### config.mk
export PLATFORM = sky130hd
export DESIGN_NAME = scba_ctrl
export DESIGN_NICKNAME = d
export VERILOG_FILES = /design/src/rtl/size_class_bin_allocator_top_defines.svh /design/src/rtl/scba_pkg.sv /design/src/rtl/scba_ctrl.sv
export SDC_FILE = /design/constraint.sdc
export NUM_CORES = 1
export LEC_CHECK = 0
export ABC_AREA = 1
export BUFFER_PORTS_ARGS = -buffer_cell sky130_fd_sc_hd__buf_2
export CAP_MARGIN = 5
export CELL_PAD_IN_SITES_DETAIL_PLACEMENT = 1
export CELL_PAD_IN_SITES_GLOBAL_PLACEMENT = 1
export CORE_MARGIN = 10
export CORE_UTILIZATION = 30
export DETAILED_ROUTE_END_ITERATION = 16
export PLACE_DENSITY_LB_ADDON = 0.1
export SYNTH_ARGS = -nofsm -noshare
export SYNTH_HDL_FRONTEND = slang
export SYNTH_SLANG_ARGS = --single-unit
### constraint.sdc
create_clock -name clk -period 1.32 [get_ports clk]
set_input_delay 0.198 -clock clk [delete_from_list [all_inputs] [get_ports clk]]
set_output_delay 0.198 -clock clk [all_outputs]
set_load 0.02 [all_outputs]
### src/rtl/size_class_bin_allocator_top_defines.svh
// ----------------------------------------------------------------------------
// Assertion macros for the size-class bin allocator
// Shared helpers for the concurrent checks placed at the end of the top level.
// ----------------------------------------------------------------------------
`ifndef SIZE_CLASS_BIN_ALLOCATOR_TOP_DEFINES_SVH
`define SIZE_CLASS_BIN_ALLOCATOR_TOP_DEFINES_SVH

// Same-cycle implication, sampled on clk and disabled during reset.
`define SCBA_ASSERT_IMP(lbl, ante, cons, msg) \
  lbl: assert property (@(posedge clk) disable iff (rst) (ante) |-> (cons)) else $error(msg);

// Next-cycle implication, sampled on clk and disabled during reset.
`define SCBA_ASSERT_NXT(lbl, ante, cons, msg) \
  lbl: assert property (@(posedge clk) disable iff (rst) (ante) |=> (cons)) else $error(msg);

`endif

### src/rtl/scba_pkg.sv
// ----------------------------------------------------------------------------
// scba_pkg
// Types, codes and size-class tables shared by the bin allocator modules.
// ----------------------------------------------------------------------------
`default_nettype none

package scba_pkg;

  // Fixed geometry of the heap.
  localparam int PAGE_BYTES    = 4096;
  localparam int GRANULE_BYTES = 16;
  localparam int NUM_BINS      = 28;
  localparam int OFF_W         = 21;
  localparam int ES_W          = 23;
  localparam int SPAN_W        = 11;
  localparam int CNT_W         = 17;
  localparam int RAW_W         = 9;
  localparam int CFG_IDX_W     = 1;
  localparam int CFG_DATA_W    = 32;

  // First bin whose element size reaches a whole page.
  localparam logic [4:0] PAGE_BIN = 5'd8;

  // Configuration register indexes.
  localparam logic [CFG_IDX_W-1:0] REG_BASE_ADDR  = 1'd0;
  localparam logic [CFG_IDX_W-1:0] REG_HEAP_PAGES = 1'd1;

  // Request function codes.
  localparam logic FUNC_ALLOC = 1'b0;
  localparam logic FUNC_FREE  = 1'b1;

  typedef enum logic [2:0] {
    ST_OK,
    ST_TOO_LARGE,
    ST_EXHAUSTED,
    ST_BAD_FREE,
    ST_MISMATCH,
    ST_NULL_FREE
  } status_t;

  typedef struct packed {
    logic        func;
    logic [23:0] alloc_size;
    logic [31:0] free_address;
  } req_t;

  typedef struct packed {
    logic [31:0] address;
    logic [2:0]  status;
    logic [4:0]  bin_used;
  } rsp_t;

  typedef enum logic [4:0] {
    S_CLEAR,
    S_IDLE,
    S_DECODE,
    S_ALLOC,
    S_POP_RD,
    S_POP_WR,
    S_REFILL,
    S_CARVE,
    S_PC_CHK,
    S_PC_RD,
    S_PC_WR,
    S_FREE_CHK,
    S_FENT,
    S_FALIGN,
    S_SPAN_CHK,
    S_SPAN_EV,
    S_FPUSH,
    S_FINISH
  } state_t;

  typedef enum logic [3:0] {
    OP_NONE,
    OP_CLEAR,
    OP_LOAD,
    OP_DECODE,
    OP_POP_RD,
    OP_POP_WR,
    OP_REFILL_PG,
    OP_REFILL_FIN,
    OP_CARVE,
    OP_PT_RD,
    OP_PC_WR,
    OP_FENT,
    OP_CLR_I,
    OP_INC_I,
    OP_FPUSH,
    OP_RESULT
  } dp_op_t;

  // Controller to datapath.
  typedef struct packed {
    dp_op_t  op;
    status_t code;
    logic    bin_ok;
  } cmd_t;

  // Datapath to controller.
  typedef struct packed {
    logic clr_last;
    logic func_free;
    logic fit_ok;
    logic have_free;
    logic raw_empty;
    logic grow_fail;
    logic rf_go;
    logic pc_go;
    logic i_lt_n;
    logic span_oob;
    logic faddr_null;
    logic range_bad;
    logic q_inuse;
    logic q_bin_bad;
    logic q_bin_ne;
    logic misalign;
    logic res_free;
  } sts_t;

  // Element size of each bin in bytes.
  function automatic logic [ES_W-1:0] elem_size(input logic [4:0] b);
    logic [ES_W-1:0] es;
    case (b)
      5'd0:    es = 23'h000010;
      5'd1:    es = 23'h000020;
      5'd2:    es = 23'h000040;
      5'd3:    es = 23'h000080;
      5'd4:    es = 23'h000100;
      5'd5:    es = 23'h000200;
      5'd6:    es = 23'h000400;
      5'd7:    es = 23'h000800;
      5'd8:    es = 23'h001000;
      5'd9:    es = 23'h002000;
      5'd10:   es = 23'h003000;
      5'd11:   es = 23'h004000;
      5'd12:   es = 23'h005000;
      5'd13:   es = 23'h006000;
      5'd14:   es = 23'h007000;
      5'd15:   es = 23'h008000;
      5'd16:   es = 23'h009000;
      5'd17:   es = 23'h00a000;
      5'd18:   es = 23'h00b000;
      5'd19:   es = 23'h00c000;
      5'd20:   es = 23'h00d000;
      5'd21:   es = 23'h00e000;
      5'd22:   es = 23'h00f000;
      5'd23:   es = 23'h010000;
      5'd24:   es = 23'h100000;
      5'd25:   es = 23'h200000;
      5'd26:   es = 23'h300000;
      5'd27:   es = 23'h400000;
      default: es = '0;
    endcase
    return es;
  endfunction

  // Pages spanned by one element, at least one.
  function automatic logic [SPAN_W-1:0] span_pages(input logic [4:0] b);
    logic [ES_W-1:0] es;
    es = elem_size(b);
    return (b < PAGE_BIN) ? SPAN_W'(1) : es[ES_W-1:12];
  endfunction

  // Elements carved from one refill, also the initial per-page free count.
  function automatic logic [RAW_W-1:0] per_grow(input logic [4:0] b);
    return (b < PAGE_BIN) ? (RAW_W'(256) >> b) : RAW_W'(1);
  endfunction

  // First bin that holds the size; the top bit flags a hit.
  function automatic logic [5:0] first_fit(input logic [23:0] size);
    logic [5:0] r;
    r = '0;
    for (int b = NUM_BINS - 1; b >= 0; b--) begin
      if (size <= 24'(elem_size(5'(b)))) begin
        r = {1'b1, 5'(b)};
      end
    end
    return r;
  endfunction

endpackage

`default_nettype wire

### src/rtl/scba_ctrl.sv
// ----------------------------------------------------------------------------
// scba_ctrl
// Sequencer for the bin allocator: walks one request through its steps and
// issues at most one datapath command per cycle.
// ----------------------------------------------------------------------------
`default_nettype none

module scba_ctrl (
  input  logic           clk,
  input  logic           rst,
  input  logic           req_valid,
  output logic           req_stall,
  input  scba_pkg::sts_t sts,
  output scba_pkg::cmd_t cmd
);
  import scba_pkg::*;

  state_t  state, state_next;
  status_t code, code_next;
  logic    bin_ok, bin_ok_next;

  // State and pending result code.
  always_ff @(posedge clk) begin
    if (rst) begin
      state  <= S_CLEAR;
      code   <= ST_OK;
      bin_ok <= 1'b0;
    end else begin
      state  <= state_next;
      code   <= code_next;
      bin_ok <= bin_ok_next;
    end
  end

  // Next state and commands.
  always_comb begin
    state_next  = state;
    code_next   = code;
    bin_ok_next = bin_ok;
    cmd.op      = OP_NONE;
    cmd.code    = code;
    cmd.bin_ok  = bin_ok;
    req_stall   = 1'b1;
    case (state)
      S_CLEAR: begin
        cmd.op = OP_CLEAR;
        if (sts.clr_last) begin
          state_next = S_IDLE;
        end
      end
      S_IDLE: begin
        req_stall = 1'b0;
        if (req_valid) begin
          cmd.op     = OP_LOAD;
          state_next = S_DECODE;
        end
      end
      S_DECODE: begin
        cmd.op     = OP_DECODE;
        state_next = S_ALLOC;
      end
      S_ALLOC: begin
        if (sts.func_free) begin
          state_next = S_FREE_CHK;
        end else if (!sts.fit_ok) begin
          code_next   = ST_TOO_LARGE;
          bin_ok_next = 1'b0;
          state_next  = S_FINISH;
        end else if (sts.have_free) begin
          state_next = S_POP_RD;
        end else if (sts.raw_empty) begin
          if (sts.grow_fail) begin
            code_next   = ST_EXHAUSTED;
            bin_ok_next = 1'b1;
            state_next  = S_FINISH;
          end else begin
            state_next = S_REFILL;
          end
        end else begin
          state_next = S_CARVE;
        end
      end
      S_POP_RD: begin
        cmd.op     = OP_POP_RD;
        state_next = S_POP_WR;
      end
      S_POP_WR: begin
        cmd.op     = OP_POP_WR;
        state_next = S_PC_CHK;
      end
      S_REFILL: begin
        if (sts.rf_go) begin
          cmd.op = OP_REFILL_PG;
        end else begin
          cmd.op     = OP_REFILL_FIN;
          state_next = S_CARVE;
        end
      end
      S_CARVE: begin
        cmd.op     = OP_CARVE;
        state_next = S_PC_CHK;
      end
      // Page free-count update loop, shared by both functions.
      S_PC_CHK: begin
        if (sts.pc_go) begin
          state_next = S_PC_RD;
        end else if (sts.func_free) begin
          state_next = S_FPUSH;
        end else begin
          code_next   = ST_OK;
          bin_ok_next = 1'b1;
          state_next  = S_FINISH;
        end
      end
      S_PC_RD: begin
        cmd.op     = OP_PT_RD;
        state_next = S_PC_WR;
      end
      S_PC_WR: begin
        cmd.op     = OP_PC_WR;
        state_next = S_PC_CHK;
      end
      S_FREE_CHK: begin
        bin_ok_next = 1'b0;
        if (sts.faddr_null) begin
          code_next  = ST_NULL_FREE;
          state_next = S_FINISH;
        end else if (sts.range_bad) begin
          code_next  = ST_BAD_FREE;
          state_next = S_FINISH;
        end else begin
          cmd.op     = OP_PT_RD;
          state_next = S_FENT;
        end
      end
      S_FENT: begin
        cmd.op = OP_FENT;
        if (!sts.q_inuse) begin
          code_next  = ST_BAD_FREE;
          state_next = S_FINISH;
        end else if (sts.q_bin_bad) begin
          code_next  = ST_MISMATCH;
          state_next = S_FINISH;
        end else begin
          state_next = S_FALIGN;
        end
      end
      S_FALIGN: begin
        if (sts.misalign) begin
          code_next   = ST_MISMATCH;
          bin_ok_next = 1'b1;
          state_next  = S_FINISH;
        end else begin
          state_next = S_SPAN_CHK;
        end
      end
      // Every page of the element must be in range and carry the same bin.
      S_SPAN_CHK: begin
        if (!sts.i_lt_n) begin
          cmd.op     = OP_CLR_I;
          state_next = S_PC_CHK;
        end else if (sts.span_oob) begin
          code_next   = ST_MISMATCH;
          bin_ok_next = 1'b1;
          state_next  = S_FINISH;
        end else begin
          cmd.op     = OP_PT_RD;
          state_next = S_SPAN_EV;
        end
      end
      S_SPAN_EV: begin
        if (sts.q_bin_ne) begin
          code_next   = ST_MISMATCH;
          bin_ok_next = 1'b1;
          state_next  = S_FINISH;
        end else begin
          cmd.op     = OP_INC_I;
          state_next = S_SPAN_CHK;
        end
      end
      S_FPUSH: begin
        cmd.op      = OP_FPUSH;
        code_next   = ST_OK;
        bin_ok_next = 1'b1;
        state_next  = S_FINISH;
      end
      // Wait until the result register can take a new transfer.
      S_FINISH: begin
        if (sts.res_free) begin
          cmd.op     = OP_RESULT;
          state_next = S_IDLE;
        end
      end
      default: begin
        state_next = S_IDLE;
      end
    endcase
  end

endmodule

`default_nettype wire

==> metrics <==
outcome complete, but fails checks; failing checks negative setup slack; # IOs 29; CP arrival 1.73 ns; largest net degree at the start of global routing 9; total grt overflow 0; Worst path slowest cell dfxtp_4; skew final 0.00987 ns; fillers 445; Distinct cells, synth 27; fin worst setup slack -0.612 ns; CTS root buffer clkbuf_4; RSZ-0062 raised after global routing yes; cts bufs inserted 3; Startpoint Class flip-flop; sequential-to-total area share from yosys stat 17.1%; Crit. End Element primary output; post-route ant nets 0; fin. max-slew vios 0; final number of setup-violating endpoints 14; Hold Path Class in2reg; Crit Path Max Fanout 4; post-route DRC violation count 0; Peak supply drop 0.782 mV; Period Utilization, post-route 146%; fin crit period 1.93 ns; # H-tree levels 1; DRT Pass-1 Iters 4; Clock Path Buffers 2; max_slew headroom 76.4%; Final Hold Viols 0; Starting DRT DRC Count 157; area of the multi-input gates 0.00105 mm²; Syn Area/Cell 5.44 µm²; Core Footprint 0.00336 mm²; kind of critical path reg2out; Critical Path, Cell by Cell inv_4 > nor2_4 > nand2_4 > nor2_4 > inv_2 > nand2_2 > inv_1 > nand4_1 > buf_6; CP required 1.12 ns; Port Buffers 28; leakage 1.14 nW; final net count 314; cells after synthesis 194; crit-path most repeated cell nor2_4; mapped cell area 0.00105 mm²; die area 0.00629 mm²; crit path buf inv count 4; final WL 8040 µm; total inserted antenna cells 0; FP Rows 21; Avg WL per Cell 23.7 µm; total power 1.94 mW; max incr delay on CP 0.45 ns; detailed placer's ending HPWL 4390 µm; initial antenna violation count 0; die width 79.3 µm; Vias per Instance 5.80; Seq cells post-synth 9; wire length of the first global-routing pass 10,300 µm; commonest non-fill, non-tap cell in the layout buf_4; Initial Utilization 31.4%; Vias 1,967; max cap viols 0; PD cells 891 mW/mm²; CTS tree built; Crit path max-delay family simple AND/OR/NAND/NOR gates; Post-CTS Hold Fix Bufs 0; most frequent cells in the layout 58 x buf_4, 28 x nand2_1, 24 x buf_2, 22 x nor2_1, 16 x inv_1; final RePlAce weighted congestion 0.912; worst-skew pair later-pin latency 0.27 ns; syn nets 214; Die Y 79.3 µm; share of layout cells above drive strength 1 62.5%; Clock Pin Slew Worst Setup and Hold Paths 0.07 ns; Max Clk Rate 518 MHz; Worst Tran Pin Value 0.352 ns; Core Util, Final 64.8%; TNS Setup -6.83 ns; Total GRT Usage 20.5%; warnings from Yosys 0; FF/Latch Area 196 µm²; vias in the first global route 1,969; synthesis-to-finish area growth 107%; clock sinks 9
worst reg2reg max path: stages, from the launching register on:
cell and delay [ns]:
dfxtp_4 0.40, nor2_4 0.13, buf_4 0.16, nand3_1 0.26, nand2_4 0.15, nor2_4 0.06
buf_4 0.13, nand2_1 0.09, nand2_2 0.06, nor2_2 0.11, nand2_1 0.10, nand2_1 0.08
nor2_1 0.04
per-layer routing:
metal	vias to the layer above	global-route usage [%]	part of all wire [%]
met5	-	0	0
met3	39	4.05	6.3
li1	842	-	-
met1	956	22.3	38
met4	0	8.78	5.7
met2	130	37.3	50
final timing paths:
| path | startpoint | cells after the start | to | slack (ns) |
|---|---|---|---|---|
| max | state[3]$_SDFFE_PP0P_ | 9 | cmd[4] | -0.61 |
| min | rst | 2 | state[2]$_SDFFE_PP0P_ | 0.17 |
| max reg2reg | state[1]$_SDFFE_PP0P_ | 12 | bin_ok$_SDFFE_PP0P_ | -0.57 |
| min reg2reg | code[2]$_SDFFE_PP0P_ | 2 | code[2]$_SDFFE_PP0P_ | 0.49 |
per-stage QoR:
stage,std cells,hold WS (ns),setup WS [ns],area [µm²]
4_1_cts,332,0.143,-0.456,2040
2_1_floorplan,194,0.257,-0.0310,1090
3_5_place_dp,310,0.426,-0.321,1620
6_report,339,0.169,-0.612,2180
3_3_place_gp,310,0.414,-0.278,1620
5_1_grt,339,0.162,-0.626,2180
logic make-up after synthesis:
family / after synthesis / synth area share, %
flip-flops: 9 / 17.1
AO/OA/AOI/OAI: 22 / 12.3
AND/OR/NAND/NOR: 134 / 59.5
buffers and inverters: 29 / 11.0
final cells by class:
cell class | count | share of cell area [%]
multi-input combinational | 156 | 48.4
timing repair buffer | 96 | 33.1
sequential | 9 | 9.02
inverter | 27 | 5.23
tap | 46 | 2.64
clock buffer | 4 | 1.21
timing repair inverter | 1 | 0.345
synthesized netlist by cell type (all sizes together):
cell type / instances / area (µm²)
inv: 27 / 101
o21ai: 9 / 45.0
nand3: 22 / 120
nor3: 4 / 25.0
nor3b: 1 / 7.51
dfxtp: 9 / 180
a22oi: 1 / 7.51
nand4: 8 / 50.1
nand2: 52 / 205
a41oi: 1 / 8.76
nand3b: 1 / 7.51
nor4: 1 / 6.26
a21oi: 6 / 30.0
o2111ai: 1 / 8.76
buf: 2 / 15.0
or2: 3 / 18.8
nor2: 42 / 188
a31oi: 2 / 12.5
o211a: 1 / 10.0
o211ai: 1 / 7.51
flip-flops by register name, summed over array words and instances (netlist names):
name    count
bin_ok      1
state       5
code        3
report_power, final:
group | switching (mW) | leakage [nW] | internal (mW)
Sequential | 0.0883 | 0.0765 | 0.319
Clock | 0.108 | 0.0150 | 0.117
Combinational | 0.768 | 1.04 | 0.540
repair_timing:
item / CTS / global route
cloned: 1 / 0
pin swaps: 25 / 15
endpoints found under the setup margin: 14 / 14
resized for setup: 77 / 24
buffers inserted: 17 / 7
No activity file was read; power rests on OpenSTA's default activity.
